File: config.mk
export PLATFORM = sky130hd
export DESIGN_NAME = psu_out_buf_flat
export DESIGN_NICKNAME = d
export VERILOG_FILES = /design/src/hw/rtl/psu_pkg.sv /design/src/hw/rtl/psu_ifs.sv /design/src/hw/rtl/psu_out_buf.sv /design/src/flat_wrapper.sv
export SDC_FILE = /design/constraint.sdc
export NUM_CORES = 1
export LEC_CHECK = 0
export BUFFER_PORTS_ARGS = -buffer_cell sky130_fd_sc_hd__buf_2
export CORE_AREA = 2 2 39 41
export CTS_BUF_LIST = sky130_fd_sc_hd__clkbuf_2
export CTS_CLUSTER_SIZE = 30
export DETAILED_ROUTE_END_ITERATION = 16
export DIE_AREA = 0 0 41 43
export PLACE_DENSITY_LB_ADDON = 0.05
export SYNTH_ARGS = -nofsm -noshare
export SYNTH_HDL_FRONTEND = slang
export SYNTH_SLANG_ARGS = --single-unit
File: constraint.sdc
create_clock -name clk -period 0.9 [get_ports clk]
set_input_delay 0.09 -clock clk [delete_from_list [all_inputs] [get_ports clk]]
set_output_delay 0.09 -clock clk [all_outputs]
set_load 0.01 [all_outputs]
File: src/hw/rtl/psu_pkg.sv
package psu_pkg;

  // geometry limits
  localparam int MAX_WIDTH     = 4096;
  localparam int MAX_ROW_BYTES = 16384;

  // field and counter widths
  localparam int BYTE_W     = 8;
  localparam int WIDTH_W    = 13;
  localparam int BPP_W      = 3;
  localparam int HEIGHT_W   = 16;
  localparam int CFG_DATA_W = 16;
  localparam int CFG_IDX_W  = 2;
  localparam int POS_W      = $clog2(MAX_ROW_BYTES);
  localparam int COL_W      = POS_W + 1;
  localparam int ROW_W      = HEIGHT_W;
  localparam int K_W        = 2;
  localparam int MAX_BPP    = 4;

  // configuration register indexes
  typedef enum logic [CFG_IDX_W-1:0] {
    CFG_WIDTH  = 2'd0,
    CFG_BPP    = 2'd1,
    CFG_HEIGHT = 2'd2
  } cfg_idx_t;

  // row filter types
  typedef enum logic [2:0] {
    FILT_NONE  = 3'd0,
    FILT_SUB   = 3'd1,
    FILT_UP    = 3'd2,
    FILT_AVG   = 3'd3,
    FILT_PAETH = 3'd4
  } filt_t;

  // one sample or bad-filter request handed to the reconstruction stage
  typedef struct packed {
    logic              bad;
    logic [BYTE_W-1:0] x;
    logic [POS_W-1:0]  pos;
    logic [K_W-1:0]    k;
    filt_t             filt;
    logic              a_en;
    logic              b_en;
    logic              rlast;
    logic              ilast;
    logic              emit;
  } req_t;

  // control from the counter block to the reconstruction stage
  typedef struct packed {
    logic push;
    logic hist_clr;
    req_t req;
  } psu_ctl_t;

  // one result
  typedef struct packed {
    logic [BYTE_W-1:0] pixel_byte;
    logic              row_last;
    logic              image_last;
    logic              bad_filter;
  } res_t;

endpackage

File: src/hw/rtl/psu_ifs.sv


interface psu_out_if;
  import psu_pkg::*;

  logic              valid;
  logic              ready;
  logic [BYTE_W-1:0] pixel_byte;
  logic              row_last;
  logic              image_last;
  logic              bad_filter;

  modport source (output valid, output pixel_byte, output row_last, output image_last,
                  output bad_filter, input ready);
  modport sink (input valid, input pixel_byte, input row_last, input image_last,
                input bad_filter, output ready);
endinterface

File: src/hw/rtl/psu_out_buf.sv
module psu_out_buf (
  input  logic           clk,
  input  logic           rst_n,
  input  logic           push,
  input  psu_pkg::res_t  din,
  output logic           free,
  psu_out_if.source      out_chan
);
  import psu_pkg::*;

  logic valid_r, valid_nxt;
  res_t res_r;

  // result register, refilled in the cycle it is taken
  assign free = !valid_r || out_chan.ready;

  always_comb begin
    valid_nxt = valid_r;
    if (push) begin
      valid_nxt = 1'b1;
    end else if (out_chan.ready) begin
      valid_nxt = 1'b0;
    end
  end

  always_ff @(posedge clk) begin
    if (push) begin
      res_r <= din;
    end
  end

  always_ff @(posedge clk) begin
    if (!rst_n) begin
      valid_r <= 1'b0;
    end else begin
      valid_r <= valid_nxt;
    end
  end

  assign out_chan.valid      = valid_r;
  assign out_chan.pixel_byte = res_r.pixel_byte;
  assign out_chan.row_last   = res_r.row_last;
  assign out_chan.image_last = res_r.image_last;
  assign out_chan.bad_filter = res_r.bad_filter;

endmodule

File: src/flat_wrapper.sv
// flat-port wrapper written by rule: the top's interface ports become plain ports
module psu_out_buf_flat import psu_pkg::*;
  (clk, rst_n, push, din, free, out_chan_valid, out_chan_pixel_byte, out_chan_row_last, out_chan_image_last, out_chan_bad_filter, out_chan_ready);
  psu_out_if out_chan_i ();
  input  logic clk;
  input  logic rst_n;
  input  logic push;
  input  psu_pkg::res_t din;
  output logic free;
  output wire logic [$bits(out_chan_i.valid)-1:0] out_chan_valid;
  output wire logic [$bits(out_chan_i.pixel_byte)-1:0] out_chan_pixel_byte;
  output wire logic [$bits(out_chan_i.row_last)-1:0] out_chan_row_last;
  output wire logic [$bits(out_chan_i.image_last)-1:0] out_chan_image_last;
  output wire logic [$bits(out_chan_i.bad_filter)-1:0] out_chan_bad_filter;
  input wire logic [$bits(out_chan_i.ready)-1:0] out_chan_ready;
  assign out_chan_valid = out_chan_i.valid;
  assign out_chan_pixel_byte = out_chan_i.pixel_byte;
  assign out_chan_row_last = out_chan_i.row_last;
  assign out_chan_image_last = out_chan_i.image_last;
  assign out_chan_bad_filter = out_chan_i.bad_filter;
  assign out_chan_i.ready = out_chan_ready;
  psu_out_buf u_core (.clk(clk), .rst_n(rst_n), .push(push), .din(din), .free(free), .out_chan(out_chan_i));
endmodule
==> results_dict.tcl <==
set metrics [dict create \
    vias 293 \
    dp_slack_ps 221.9 \
    criticalPathCategory "reg -> out" \
    power_frac_seq_pct 60.7 \
    p_int_uw 864.5 \
    drive_gt1_share_pct 60.34 \
    grt_pass1_vias 267 \
    finalHoldViolCount 0 \
    grtUsageTotal_pct 8.308 \
    area_growth_pct 79.21 \
    tritoncts "done" \
    cts_made_buffers 3 \
    min_period_ps 862.7 \
    leakage_nw 0.3081 \
    fillers 136 \
    cts_max_level 1 \
    ir_worst_vdd_mv 0.8140 \
    period_share_pct 95.86 \
    drtIter0Drc 2 \
    wl_um 688 \
    start_util_pct 27.40 \
    clk_latency_ps 240 \
    placementRows 14 \
    drc 0 \
    yosysTopAreaCellShare_pct 87.13 \
    switching_share_pct 21.19 \
    fin_ws_ps 37.26 \
    synthAdderAreaFrac_pct 0 \
    netlist-cell-type-count 5 \
    power_density_nw_per_um2 1615 \
    synth_seq_cells 12 \
    port_buffers 27 \
    rsz0062_at_grt "true" \
    clock-root-buffer "clkbuf_2" \
    worst_hold_slack_ps 69.68 \
    antenna_found_initial 0 \
    p_clk_share_pct 25.3 \
    maxClockFrequency_ghz 1.159 \
    synth_top_family_by_area "simple AND/OR/NAND/NOR gates" \
    outcome "complete, no violations" \
    core_area_um2 1384 \
    worstPathMaxFanout 2 \
    slew_headroom_pct 83.05 \
    worst_pin_slew_ps 254.2 \
    drv_slew 0 \
    yosysMostFrequentCell "edfxtp_1" \
    n_antenna_cell 0 \
    critPathLaunchType "flip-flop" \
    place_congestion 0.5275 \
    routedWlPerCell_um 9.297 \
    fin_nets 74 \
    synth_cells 15 \
    synth_ff_type "edfxtp_1" \
    grt_max_degree 13 \
    grt_overflow 0 \
    grt_pass1_wl_um 910 \
    required_ps 810 \
    min_path_type "in -> reg" \
    clkSlewWorstSetupHoldPaths_ps 100 \
    dr.pass1.iters 2 \
    fin_setup_tns_ps 0 \
    drv_cap 0 \
    synth.net_count 30 \
    synth-async-reset-ratio_pct 0 \
    post_synth.cell_area_avg_um2 25.27 \
    arrival_ps 770 \
    cts_buffer_depth 2 \
    setup_viol 0 \
    cp-end-kind "primary output" \
    yosys.area_share.simple_pct 3.630 \
    combPwrFrac_pct 14.0 \
    netlist_area_um2 379.1 \
    viasPerCell 3.959 \
    switching_power_uw 232.4 \
    yosys-mux-area-fraction_pct 0 \
    synthXorXnorAreaFrac_pct 0 \
    clock_skew_ps 0 \
    ios 28 \
    synth.area.top_cells "edfxtp_1, dfxtp_1, nand2b_4, a21boi_2, inv_1" \
    ant_nets 0 \
    yosysWarnings 0 \
    die_y_um 43 \
    yosysSeqAreaShare_pct 92.41 \
    synth-edff-count 11 \
    netlist_top_cells_count "edfxtp_1, a21boi_2, dfxtp_1, inv_1, nand2b_4" \
    die_area_um2 1763 \
    die-width_um 41 \
    clock_sinks 12 \
    synth-compound-area-share_pct 2.970 \
    synth_top_cell_by_area "edfxtp_1" \
]
-- flip-flops by register name, summed over array words and instances, names as in the netlist --
signal,cells
u_core.out_chan.bad_filter,1
u_core.out_chan.image_last,1
u_core.out_chan.pixel_byte,8
u_core.out_chan.row_last,1
u_core.out_chan.valid,1
-- power by group through the flow --
stage	logic [mW]	clock network [mW]	registers [mW]
final	0.153	0.278	0.666
after global routing	0.167	0.321	0.670
after CTS	0.147	0.297	0.666
after detailed placement	0.114	0	0.679
after global placement	0.111	0	0.677
after floorplan	0.00996	0	0.705
-- kinds of logic after synthesis --
group	after synthesis
compound gates	1
buf+inv	1
flops	12
simple gates	1
-- path summary, 6_finish.rpt --
check / startpoint / endpoint / slack (ps) / cells after the start
worst max-delay path: u_core.out_chan.valid$_SDFFE_PN0P_ / free / 40 / 2
worst min-delay path: rst_n / u_core.out_chan.valid$_SDFFE_PN0P_ / 70 / 2
worst max register to register: u_core.out_chan.valid$_SDFFE_PN0P_ / u_core.out_chan.valid$_SDFFE_PN0P_ / 190 / 3
worst min register to register: u_core.out_chan.valid$_SDFFE_PN0P_ / u_core.out_chan.valid$_SDFFE_PN0P_ / 580 / 3
-- critical path, cell delays in order, from the launching register on --
cell and delay (ps):
dfxtp_2 360, nand2b_4 60, buf_6 110
-- stage by stage --
| step | std cells | total power [mW] | util (%) | area (um2) |
|---|---|---|---|---|
| floorplan | 15 | 0.7154 | - | 379.1 |
| global placement | 58 | 0.7889 | 38.61 | 534.3 |
| detailed placement | 58 | 0.7932 | 38.61 | 534.3 |
| CTS | 71 | 1.111 | 47.11 | 651.9 |
| global route | 74 | 1.158 | 49.10 | 679.4 |
| finish | 74 | 1.097 | 49.10 | 679.4 |
-- cells in the final DEF, fill, tap and decap left out --
| cell type | n |
|---|---|
| dfxtp_2 | 1 |
| edfxtp_1 | 11 |
| buf_4 | 1 |
| nand2b_4 | 1 |
| a21boi_2 | 1 |
| buf_2 | 26 |
| dlygate4sd3_1 | 11 |
| clkbuf_2 | 4 |
| inv_1 | 1 |
| buf_6 | 1 |
-- metal layers --
metal / up-vias / GRT usage, % / share of wire [%] / wire, um
met3: 0 / 3.141 / 9.7 / 67
met5: - / 0 / 0 / 0
met1: 133 / 6.897 / 32 / 220
li1: 144 / - / - / -
met4: 0 / 8.000 / 0 / 0
met2: 16 / 13.44 / 58 / 400
-- area by class of cell --
class	count	area [um2]	area share (%)
sequential	12	351.6	51.75
timing repair buffer	39	259.0	38.12
clock buffer	4	20.02	2.947
tap	16	20.02	2.947
multi-input combinational	2	25.02	3.683
inverter	1	3.754	0.5525
-- repair_timing --
action | in CTS | in global routing
endpoints found under the setup margin | 1 | 11
hold buffers | 9 | 2
resized for setup | 2 | 0
endpoints found under the hold margin | 9 | 2
buffers inserted | 0 | 1
Power figures use the tool's default switching activity.
