**config.mk**
```make
export PLATFORM = sky130hd
export DESIGN_NAME = psu_ctrl
export DESIGN_NICKNAME = d
export VERILOG_FILES = /design/src/hw/rtl/psu_pkg.sv /design/src/hw/rtl/psu_ctrl.sv
export SDC_FILE = /design/constraint.sdc
export NUM_CORES = 1
export LEC_CHECK = 0
export BUFFER_PORTS_ARGS = -buffer_cell sky130_fd_sc_hd__buf_4
export CAP_MARGIN = 5
export CORE_MARGIN = 1
export CORE_UTILIZATION = 55
export CTS_BUF_LIST = sky130_fd_sc_hd__clkbuf_4
export DETAILED_ROUTE_END_ITERATION = 7
export GPL_TIMING_DRIVEN = 0
export PLACE_DENSITY = 0.79
export SLEW_MARGIN = 30
export SYNTH_ARGS = -nofsm -noshare
export SYNTH_HDL_FRONTEND = slang
export SYNTH_SLANG_ARGS = --single-unit
```
**constraint.sdc**
```tcl
create_clock -name clk -period 6.21 [get_ports clk]
set_clock_uncertainty 0.1 [all_clocks]
set_input_delay 0.3105 -clock clk [delete_from_list [all_inputs] [get_ports clk]]
set_output_delay 0.3105 -clock clk [all_outputs]
set_load 0.005 [all_outputs]
```
**src/hw/rtl/psu_pkg.sv**
```systemverilog
package psu_pkg;

  // geometry limits
  localparam int MAX_WIDTH     = 4096;
  localparam int MAX_ROW_BYTES = 16384;

  // field and counter widths
  localparam int BYTE_W     = 8;
  localparam int WIDTH_W    = 13;
  localparam int BPP_W      = 3;
  localparam int HEIGHT_W   = 16;
  localparam int CFG_DATA_W = 16;
  localparam int CFG_IDX_W  = 2;
  localparam int POS_W      = $clog2(MAX_ROW_BYTES);
  localparam int COL_W      = POS_W + 1;
  localparam int ROW_W      = HEIGHT_W;
  localparam int K_W        = 2;
  localparam int MAX_BPP    = 4;

  // configuration register indexes
  typedef enum logic [CFG_IDX_W-1:0] {
    CFG_WIDTH  = 2'd0,
    CFG_BPP    = 2'd1,
    CFG_HEIGHT = 2'd2
  } cfg_idx_t;

  // row filter types
  typedef enum logic [2:0] {
    FILT_NONE  = 3'd0,
    FILT_SUB   = 3'd1,
    FILT_UP    = 3'd2,
    FILT_AVG   = 3'd3,
    FILT_PAETH = 3'd4
  } filt_t;

  // one sample or bad-filter request handed to the reconstruction stage
  typedef struct packed {
    logic              bad;
    logic [BYTE_W-1:0] x;
    logic [POS_W-1:0]  pos;
    logic [K_W-1:0]    k;
    filt_t             filt;
    logic              a_en;
    logic              b_en;
    logic              rlast;
    logic              ilast;
    logic              emit;
  } req_t;

  // control from the counter block to the reconstruction stage
  typedef struct packed {
    logic push;
    logic hist_clr;
    req_t req;
  } psu_ctl_t;

  // one result
  typedef struct packed {
    logic [BYTE_W-1:0] pixel_byte;
    logic              row_last;
    logic              image_last;
    logic              bad_filter;
  } res_t;

endpackage

```
**src/hw/rtl/psu_ctrl.sv**
```systemverilog
module psu_ctrl (
  input  logic                             clk,
  input  logic                             rst_n,
  input  logic                             cfg_we,
  input  logic [psu_pkg::CFG_IDX_W-1:0]    cfg_idx,
  input  logic [psu_pkg::CFG_DATA_W-1:0]   cfg_data,
  input  logic                             in_valid,
  input  logic [psu_pkg::BYTE_W-1:0]       in_byte,
  output logic                             in_ready,
  input  logic                             stage_free,
  output psu_pkg::psu_ctl_t                ctl
);
  import psu_pkg::*;

  // position modulo three, summing base-four digits
  function automatic logic [K_W-1:0] mod3(input logic [POS_W-1:0] p);
    logic [4:0] s;
    logic [2:0] t;
    logic [2:0] u;
    s = '0;
    for (int i = 0; i < POS_W / 2; i++) begin
      s = s + 5'(p[2*i +: 2]);
    end
    t = 3'(s[4]) + 3'(s[3:2]) + 3'(s[1:0]);
    u = 3'(t[2]) + 3'(t[1:0]);
    mod3 = (u >= 3'd3) ? 2'(u - 3'd3) : u[1:0];
  endfunction

  logic [WIDTH_W-1:0]  width_r, width_nxt;
  logic [BPP_W-1:0]    bpp_r, bpp_nxt;
  logic [HEIGHT_W-1:0] height_r, height_nxt;
  logic [COL_W-1:0]    col_r, col_nxt;
  logic [ROW_W-1:0]    row_r, row_nxt;
  filt_t               filt_r, filt_nxt;
  logic                err_r, err_nxt;

  logic [WIDTH_W-1:0]       eff_w;
  logic [BPP_W-1:0]         eff_bpp;
  logic [HEIGHT_W-1:0]      eff_h;
  logic [WIDTH_W+BPP_W-1:0] row_prod;
  logic [COL_W-1:0]         row_bytes;
  logic [COL_W-1:0]         pos_full;
  logic [POS_W-1:0]         pos;
  logic [K_W-1:0]           k;
  logic                     is_filt;
  logic                     accept;
  logic                     rlast;
  logic                     ilast;
  logic                     bad_code;

  // effective geometry
  always_comb begin
    if (bpp_r == '0) begin
      eff_bpp = BPP_W'(1);
    end else if (bpp_r > BPP_W'(MAX_BPP)) begin
      eff_bpp = BPP_W'(MAX_BPP);
    end else begin
      eff_bpp = bpp_r;
    end
    if (width_r == '0) begin
      eff_w = WIDTH_W'(1);
    end else if (width_r > WIDTH_W'(MAX_WIDTH)) begin
      eff_w = WIDTH_W'(MAX_WIDTH);
    end else begin
      eff_w = width_r;
    end
    eff_h    = (height_r == '0) ? HEIGHT_W'(1) : height_r;
    row_prod = (WIDTH_W + BPP_W)'(eff_w) * (WIDTH_W + BPP_W)'(eff_bpp);
    if (row_prod > (WIDTH_W + BPP_W)'(MAX_ROW_BYTES)) begin
      row_bytes = COL_W'(MAX_ROW_BYTES);
    end else begin
      row_bytes = COL_W'(row_prod);
    end
  end

  // byte position, interleave slot and row/image end
  always_comb begin
    pos_full = col_r - COL_W'(1);
    if (col_r > COL_W'(MAX_ROW_BYTES)) begin
      pos = POS_W'(MAX_ROW_BYTES - 1);
    end else begin
      pos = pos_full[POS_W-1:0];
    end
    case (eff_bpp)
      BPP_W'(1): k = '0;
      BPP_W'(2): k = {1'b0, pos[0]};
      BPP_W'(3): k = mod3(pos);
      default:   k = pos[K_W-1:0];
    endcase
    is_filt  = (col_r == '0);
    rlast    = (col_r >= row_bytes);
    ilast    = rlast && (({1'b0, row_r} + (ROW_W + 1)'(1)) >= {1'b0, eff_h});
    bad_code = (in_byte > BYTE_W'(FILT_PAETH));
  end

  assign in_ready = stage_free;
  assign accept   = in_valid && stage_free;

  // request to the reconstruction stage
  always_comb begin
    ctl.push         = accept && (is_filt ? (!err_r && bad_code) : 1'b1);
    ctl.hist_clr     = accept && is_filt;
    ctl.req.bad      = is_filt;
    ctl.req.x        = in_byte;
    ctl.req.pos      = pos;
    ctl.req.k        = k;
    ctl.req.filt     = filt_r;
    ctl.req.a_en     = (pos >= POS_W'(eff_bpp));
    ctl.req.b_en     = (row_r != '0);
    ctl.req.rlast    = !is_filt && rlast;
    ctl.req.ilast    = !is_filt && ilast;
    ctl.req.emit     = is_filt || !err_r;
  end

  // configuration writes
  always_comb begin
    width_nxt  = width_r;
    bpp_nxt    = bpp_r;
    height_nxt = height_r;
    if (cfg_we) begin
      case (cfg_idx)
        CFG_WIDTH:  width_nxt  = cfg_data[WIDTH_W-1:0];
        CFG_BPP:    bpp_nxt    = cfg_data[BPP_W-1:0];
        CFG_HEIGHT: height_nxt = cfg_data[HEIGHT_W-1:0];
        default:    width_nxt  = width_r;
      endcase
    end
  end

  // column, row, filter and error counters
  always_comb begin
    col_nxt  = col_r;
    row_nxt  = row_r;
    filt_nxt = filt_r;
    err_nxt  = err_r;
    if (accept) begin
      if (is_filt) begin
        col_nxt = COL_W'(1);
        if (!err_r) begin
          if (bad_code) begin
            err_nxt = 1'b1;
          end else begin
            filt_nxt = filt_t'(in_byte[2:0]);
          end
        end
      end else if (rlast) begin
        col_nxt = '0;
        if (ilast) begin
          row_nxt = '0;
          err_nxt = 1'b0;
        end else begin
          row_nxt = row_r + ROW_W'(1);
        end
      end else begin
        col_nxt = col_r + COL_W'(1);
      end
    end
  end

  always_ff @(posedge clk) begin
    if (!rst_n) begin
      width_r  <= WIDTH_W'(1);
      bpp_r    <= BPP_W'(1);
      height_r <= HEIGHT_W'(1);
      col_r    <= '0;
      row_r    <= '0;
      filt_r   <= FILT_NONE;
      err_r    <= 1'b0;
    end else begin
      width_r  <= width_nxt;
      bpp_r    <= bpp_nxt;
      height_r <= height_nxt;
      col_r    <= col_nxt;
      row_r    <= row_nxt;
      filt_r   <= filt_nxt;
      err_r    <= err_nxt;
    end
  end

endmodule

```
==> results.py, run 1 <==
metrics = {
    "worst_setup_path": {
        "worst-setup-path-type": "reg2out",
        "crit_fanout": 8,
        "cpMostUsedCell": "fa_1",
        "r2r-start": "bpp_r[2]",
        "cpMaxStageDelayCell": "fa_1",
        "ff2ff_path_depth": 27,
        "crit_family": "adder cells",
        "crit_path_end_kind": "primary output",
        "worst-path-buf-inv": 7,
        "cp.arrival_ns": 6.39,
        "path_cells": "inv_1 > ha_1 > inv_1 > or2_2 > nor3_2 > xnor2_1 > nand2_1 > inv_1 > fa_1 > fa_1 > inv_1 > fa_1 > ha_4 > inv_2 > fa_1 > fa_2 > fa_2 > inv_2 > ha_4 > fa_1 > mux2i_2 > o22ai_2 > buf_4",
        "path_depth": 23,
        "slowest_delay_ns": 0.48,
        "required_ns": 5.80,
        "rrSetupSlack_ns": 0.01,
        "r2r-end": "row_r[13]",
        "start_kind": "register",
    },
    "synthesis": {
        "ys_seq_area_frac": 0.223,
        "synth_xor_xnor_area_share": 0.0656,
        "synth-compound-area-share": 0.150,
        "synth_flop_cell": "dfxtp_1",
        "yosysUniqueCellTypes": 73,
        "yosysTopAreaCellShare": 0.223,
        "ys_warn_count": 0,
        "syn_area_sq_um": 6010,
        "syn_inst": 774,
        "synth-edff-count": 0,
        "synthSimpleGateAreaFrac": 0.262,
        "ys_ff_latch": 67,
        "synthAdderAreaFrac": 0.207,
        "synth_nets": 889,
        "synthArstFlopShare": 0,
        "avgSynthCellArea_sq_um": 7.77,
        "synth_area_leaders": "dfxtp_1 (22%), ha_1 (12%), fa_1 (8.7%), nand2_1 (8.4%), inv_1 (4.5%)",
        "yosysTopAreaCell": "dfxtp_1",
        "synth_top_family_by_area": "simple AND/OR/NAND/NOR gates",
        "synth_mux_area_frac": 0.00999,
    },
    "outcome": {
        "outcome": "finished with violations",
        "violations": "setup timing",
    },
    "placed_design": {
        "pre_cts_slack_ns": -1.07,
        "dpl.hpwl_mm": 11.9,
        "placed_area_sq_um": 6680,
        "gp_congestion": 0.914,
        "io_buffers": 66,
    },
    "clocking": {
        "clk_latency_ns": 0.46,
        "cts_num_sinks": 67,
        "cts_tree": "built",
        "cts_max_level": 3,
        "clkTransAtPathRegs_ns": 0.12,
        "numCtsBuffers": 9,
        "ctsLongestPathBuffers": 2,
        "clock-root-buffer": "clkbuf_4",
    },
    "timing": {
        "setup_viol": 4,
        "hold_viol_final": 0,
        "relSlewSlack": 0.546,
        "setup_tns_ns": -1.65,
        "period_share": 1.09,
        "final.setup.worst_slack_ns": -0.588,
        "worstMarginPinSlew_ns": 0.676,
        "grt_setup_unrepaired": "yes",
        "post-route-min-period_ns": 6.80,
        "drv_slew": 0,
        "fmax_ghz": 0.147,
    },
    "cells_and_area": {
        "regArea_sq_um": 1370,
        "final_cell_area_sq_um": 7850,
        "multi_input_area_sq_um": 4620,
        "nFillCells": 740,
        "diodes": 0,
        "area_growth_pct": 30.6,
        "final_nets": 1022,
        "drive_gt1_frac": 0.271,
    },
    "global_route": {
        "grt.busiest_layer": "met2",
        "gr-usage-met3": 0.0558,
        "gr-usage-all-layers": 0.298,
        "grt_use_met2": 0.522,
        "grt_overflow": 0,
        "met1_usage": 0.355,
        "grt_pass1_wl_mm": 27.1,
        "grt_pass1_vias": 5994,
        "antenna_found_initial": 0,
        "grt_max_degree": 15,
    },
    "detailed_routing": {
        "firstDrtPassIters": 6,
        "drt_iter0_drc": 410,
        "wirelength_mm": 17.3,
        "viasPerCell": 5.89,
        "vias": 6177,
        "drc": 0,
        "wire_per_inst_um": 16.5,
        "drtAntennaViolNets": 0,
    },
    "min_path": {
        "hold_path.class": "in2reg",
        "hold_path_depth": 3,
        "min_from": "in_byte[1]",
        "hold_end": "filt_r[1]",
    },
    "die": {
        "ios": 67,
        "dieArea_sq_um": 11400,
        "rows": 37,
        "coreArea_sq_um": 10500,
        "die_x_um": 107,
        "initial_core_util": 0.575,
        "die_y_um": 107,
    },
    "flow_run": {
        "drv_cap": 0,
    },
    "power": {
        "power_density_nw_per_um2": 255,
        "leakage_nw": 3.49,
        "peakVddDrop_mv": 0.457,
        "finalPower_w": 0.00200,
    },
}
## routing by layer
metal  wire length [um]  part of all wire
met1               6980              0.40
met2               8630              0.50
met3               1110             0.064
met4                574             0.033
met5                  0                 0
## worst reg2reg max path: stages, from the launching register on
cell and delay, ns:
dfxtp_2 0.45, inv_1 0.18, nand2_1 0.28, nor2b_4 0.10, buf_8 0.14, and2_4 0.16, fa_1 0.50, ha_2 0.18
inv_2 0.04, fa_2 0.38, nand2b_4 0.16, a211o_1 0.32, a31oi_4 0.22, o211ai_1 0.15, a21bo_2 0.25, a21oi_4 0.17
or3b_4 0.39, ha_1 0.31, a21o_1 0.17, a21o_1 0.17, a21oi_1 0.16, o211ai_1 0.11, buf_4 0.17, buf_6 0.12
and3_4 0.17, buf_6 0.13, and3_4 0.20, a31o_1 0.22
## synth_stat cells (12+ instances only)
cell type / instances
nand2_1: 134
inv_1: 72
dfxtp_1: 67
ha_1: 58
a21oi_1: 53
nor2_1: 46
nand3_1: 31
fa_1: 26
xnor2_1: 25
xor2_1: 20
clkbuf_1: 19
nor3_1: 19
o21ai_0: 16
and3_1: 15
nor4_1: 12
## stage by stage
step	std cells	util	hold slack, ns
after detailed placement	976	0.638	0.363
after floorplan	774	-	0.333
after CTS	1030	0.721	0.00418
after global placement	976	0.638	0.352
after global routing	1048	0.750	0.0235
final	1048	0.750	0.0176
## cell usage in the layout (no fill, tap or decap), types with 5 or more instances in the layout
cell type / Yosys / final
ha_4: 0 / 8
buf_6: 3 / 6
a22o_1: 5 / 5
o21ai_2: 1 / 5
fa_1: 26 / 22
ha_1: 58 / 49
xnor2_1: 25 / 24
nand3_1: 31 / 28
clkbuf_1: 19 / 13
o21ai_0: 16 / 9
dlygate4sd3_1: 0 / 16
inv_1: 72 / 64
nand2_1: 134 / 128
xor2_1: 20 / 16
a21o_1: 9 / 9
mux2i_1: 6 / 5
dfxtp_2: 0 / 8
a21oi_1: 53 / 49
clkbuf_4: 0 / 10
buf_4: 11 / 117
nor3_1: 19 / 16
inv_2: 1 / 9
and3_1: 15 / 15
nand4_1: 7 / 7
nor4_1: 12 / 9
nor2_1: 46 / 45
nand3b_1: 5 / 5
dfxtp_1: 67 / 55
nand2_2: 0 / 6
and2_1: 9 / 5
## cell type report
class | count | share of cell area
clock inverters | 7 | 0.0134
well taps | 136 | 0.0217
repair buffers | 125 | 0.127
flip-flops and latches | 67 | 0.174
clock buffers | 9 | 0.00861
inverters | 73 | 0.0349
multi-input cells | 593 | 0.589
plain buffers | 38 | 0.0320
## sequential cells by signal, indices dropped and copies added (netlist names)
| signal | cells |
|---|---|
| err_r | 1 |
| col_r | 15 |
| bpp_r | 3 |
| row_r | 16 |
| filt_r | 3 |
| height_r | 16 |
| width_r | 13 |
## what timing repair did
action	CTS	global route
gates cloned	2	0
endpoints found under the setup margin	36	36
buffers inserted	24	17
hold endpoints to repair	19	1
gates resized for setup	87	44
hold buffers	15	1
pin swaps	47	26
## cell families after synthesis
family,Yosys count
AND/OR/NAND/NOR,321
AO/OA/AOI/OAI,137
multiplexers,6
flip-flops,67
XOR/XNOR,45
buffers and inverters,114
adder cells (fa/ha/maj),84
## how the worst max path moves through the flow
stage / startpoint / endpoint / slack (ns)
after floorplan: col_r[3] / ctl[8] / 0.004
after global placement: width_r[4] / row_r[13] / -0.93
after detailed placement: width_r[2] / row_r[13] / -1.07
after CTS: col_r[5] / ctl[9] / -0.49
after global routing: col_r[3] / ctl[9] / -0.81
final: col_r[0] / ctl[9] / -0.59
## report_power, final
part           leakage, nW  switching, W  internal [W]  total, W
clock               0.0895      0.000190      0.000170  0.000359
sequential           0.550     0.0000109      0.000437  0.000448
combinational         2.85      0.000577      0.000616   0.00119
Note: power is estimated with default switching activity, not from simulation.
==> inputs of run 2 (changes only) <==
--- a/config.mk
+++ b/config.mk
@@ -7,12 +7,12 @@
 export LEC_CHECK = 0
 export BUFFER_PORTS_ARGS = -buffer_cell sky130_fd_sc_hd__buf_4
 export CAP_MARGIN = 5
-export CORE_MARGIN = 1
+export CORE_MARGIN = 4
 export CORE_UTILIZATION = 55
 export CTS_BUF_LIST = sky130_fd_sc_hd__clkbuf_4
 export DETAILED_ROUTE_END_ITERATION = 7
 export GPL_TIMING_DRIVEN = 0
-export PLACE_DENSITY = 0.79
+export PLACE_DENSITY = 0.76
 export SLEW_MARGIN = 30
 export SYNTH_ARGS = -nofsm -noshare
 export SYNTH_HDL_FRONTEND = slang
==> constraint.sdc (replaced) <==
create_clock -name clk -period 8.4 [get_ports clk]
set_clock_uncertainty 0.1 [all_clocks]
set_input_delay 0.42 -clock clk [delete_from_list [all_inputs] [get_ports clk]]
set_output_delay 0.42 -clock clk [all_outputs]
set_load 0.01 [all_outputs]
==> results.py, run 2 (same netlist as run 1, synthesis figures left out) <==
metrics = {
    "outcome": {
        "outcome": "complete, no violations",
    },
    "timing": {
        "grt_setup_unrepaired": "no",
        "hold_ws_ns": 0.117,
        "setup_tns_ns": 0,
        "setup_viol": 0,
        "fmax_ghz": 0.131,
        "post-route-min-period_ns": 7.61,
        "worstMarginPinSlew_ns": 0.763,
        "hold_viol_final": 0,
        "drv_slew": 0,
        "period_share": 0.906,
        "relSlewSlack": 0.491,
    },
    "power": {
        "leakage_nw": 3.10,
        "pwr-share-seq": 0.297,
        "swShare": 0.407,
        "p_int_w": 0.000660,
        "clockPowerShare": 0.200,
        "finalPower_w": 0.00111,
        "power_density_nw_per_um2": 163,
        "combPwrFrac": 0.503,
        "p_sw_w": 0.000453,
        "peakVddDrop_mv": 0.176,
    },
    "worst_setup_path": {
        "required_ns": 7.88,
        "worst-path-buf-inv": 8,
        "crit_fanout": 10,
        "worst-setup-path-type": "reg2out",
        "cpMostUsedCell": "fa_1",
        "start_kind": "register",
        "path_cells": "clkbuf_1 > or3_1 > nor2_1 > nand4b_1 > nand2_1 > clkbuf_1 > nand2_1 > fa_1 > inv_1 > fa_1 > fa_1 > inv_1 > ha_1 > inv_1 > fa_1 > fa_1 > fa_1 > inv_1 > ha_1 > inv_1 > fa_1 > xor2_1 > o22ai_1 > buf_4",
        "slowest_delay_ns": 0.57,
        "crit_family": "adder cells",
        "cp.arrival_ns": 7.09,
        "cpMaxStageDelayCell": "fa_1",
        "crit_path_end_kind": "primary output",
    },
    "clocking": {
        "clk_latency_ns": 0.44,
        "clock-root-buffer": "clkbuf_4",
        "cts_tree": "built",
        "cts_max_level": 3,
        "cts_num_sinks": 67,
        "clkTransAtPathRegs_ns": 0.13,
        "ctsLongestPathBuffers": 2,
        "numCtsBuffers": 9,
    },
    "placed_design": {
        "gp_congestion": 0.899,
        "dpl.hpwl_mm": 12.1,
        "io_buffers": 66,
    },
    "die": {
        "dieArea_sq_um": 12700,
        "coreArea_sq_um": 10500,
        "die_y_um": 113,
        "rows": 37,
        "initial_core_util": 0.575,
        "ios": 67,
        "die_x_um": 113,
    },
    "global_route": {
        "grt_pass1_vias": 5527,
        "grt_pass1_wl_mm": 25.9,
        "gr-usage-met3": 0.0356,
        "grt.busiest_layer": "met2",
        "antenna_found_initial": 0,
        "grt_overflow": 0,
        "grt_max_degree": 13,
        "gr-usage-all-layers": 0.243,
        "met1_usage": 0.324,
        "grt_use_met2": 0.406,
    },
    "detailed_routing": {
        "drtAntennaViolNets": 0,
        "drt_iter0_drc": 426,
        "viasPerCell": 5.69,
        "wirelength_mm": 15.1,
        "wire_per_inst_um": 15.1,
        "firstDrtPassIters": 5,
        "drc": 0,
        "vias": 5666,
    },
    "cells_and_area": {
        "reg.largest.list": "height_r (16), row_r (16), col_r (15)",
        "nFillCells": 935,
        "area_growth_pct": 13.8,
        "final_nets": 969,
        "diodes": 0,
        "regArea_sq_um": 1340,
        "drive_gt1_frac": 0.141,
        "layout_commonest_cell": "nand2_1",
        "final_cell_mix": "nand2_1 (134), buf_4 (80), inv_1 (72), dfxtp_1 (67), ha_1 (58)",
        "multi_input_area_sq_um": 4170,
    },
    "flow_run": {
        "drv_cap": 0,
    },
    "min_path": {
        "hold_path.class": "in2reg",
    },
}
[run 2: cell types whose count changed in the layout (fill, tap and decap cells not counted), moves of 6 or more]
cell	previous run	this run
buf_4	117	80
clkbuf_1	13	19
dfxtp_1	55	67
dfxtp_2	8	0
dlygate4sd3_1	16	0
ha_1	49	58
ha_4	8	0
inv_1	64	72
inv_2	9	1
nand2_1	128	134
nand2_2	6	0
o21ai_0	9	16
[run 2: cell type report]
cell class	instances	share of cell area
clock inverters	6	0.00969
inverters	73	0.0401
flip-flops and latches	67	0.196
well taps	136	0.0249
plain buffers	41	0.0326
clock buffers	10	0.0110
multi-input cells	593	0.610
repair buffers	69	0.0757
[run 2: worst paths after layout]
kind	from	end	slack, ns	cells past startpoint
max	col_r[5]	ctl[8]	0.79	24
min	cfg_data[14]	height_r[14]	0.12	3
min reg2reg	height_r[3]	height_r[3]	0.38	2
max reg2reg	width_r[1]	row_r[13]	1.28	26
[run 2: worst register-to-register path: stages, from the launching register on]
cell,delay [ns]
dfxtp_1,0.37
nor4_1,0.38
nand3_1,0.11
o21ai_0,0.46
and2_1,0.20
clkbuf_1,0.30
nand2_1,0.14
fa_1,0.54
inv_1,0.04
ha_1,0.35
a21o_1,0.21
a21oi_2,0.21
a211oi_1,0.14
o41ai_1,0.50
o21ai_1,0.24
a21oi_1,0.36
or3b_1,0.41
ha_1,0.30
a21o_1,0.16
a21o_1,0.16
a21oi_1,0.14
o211ai_1,0.11
buf_4,0.19
buf_4,0.14
a31oi_2,0.51
a22o_1,0.24
a31o_1,0.09
[run 2: timing repair]
action | CTS | global route
setup endpoints to repair | 0 | 1
hold buffers | 0 | 0
setup buffers | 0 | 3
resized for setup | 0 | 0
[run 2: power groups by stage]
stage / clock network [W] / registers, W / logic, W
5_1_grt: 0.000241 / 0.000332 / 0.000655
4_1_cts: 0.000225 / 0.000330 / 0.000558
6_report: 0.000222 / 0.000331 / 0.000560
2_1_floorplan: 0 / 0.000335 / 0.000406
3_5_place_dp: 0 / 0.000338 / 0.000552
3_3_place_gp: 0 / 0.000337 / 0.000513
[run 2: routing by layer]
metal | part of all wire | routed length, um | up-vias
li1 | - | - | 2797
met4 | 0.020 | 295 | 0
met3 | 0.046 | 697 | 25
met2 | 0.48 | 7280 | 161
met5 | 0 | 0 | -
met1 | 0.45 | 6790 | 2683
[run 2: stage by stage]
step | cell area, sq um | cells | util | setup slack (ns)
4_1_cts | 6820 | 992 | 0.652 | 0.525
2_1_floorplan | 6010 | 774 | - | 1.86
3_3_place_gp | 6680 | 976 | 0.638 | 1.14
6_report | 6840 | 995 | 0.654 | 0.793
5_1_grt | 6840 | 995 | 0.654 | 0.119
3_5_place_dp | 6680 | 976 | 0.638 | 1.03
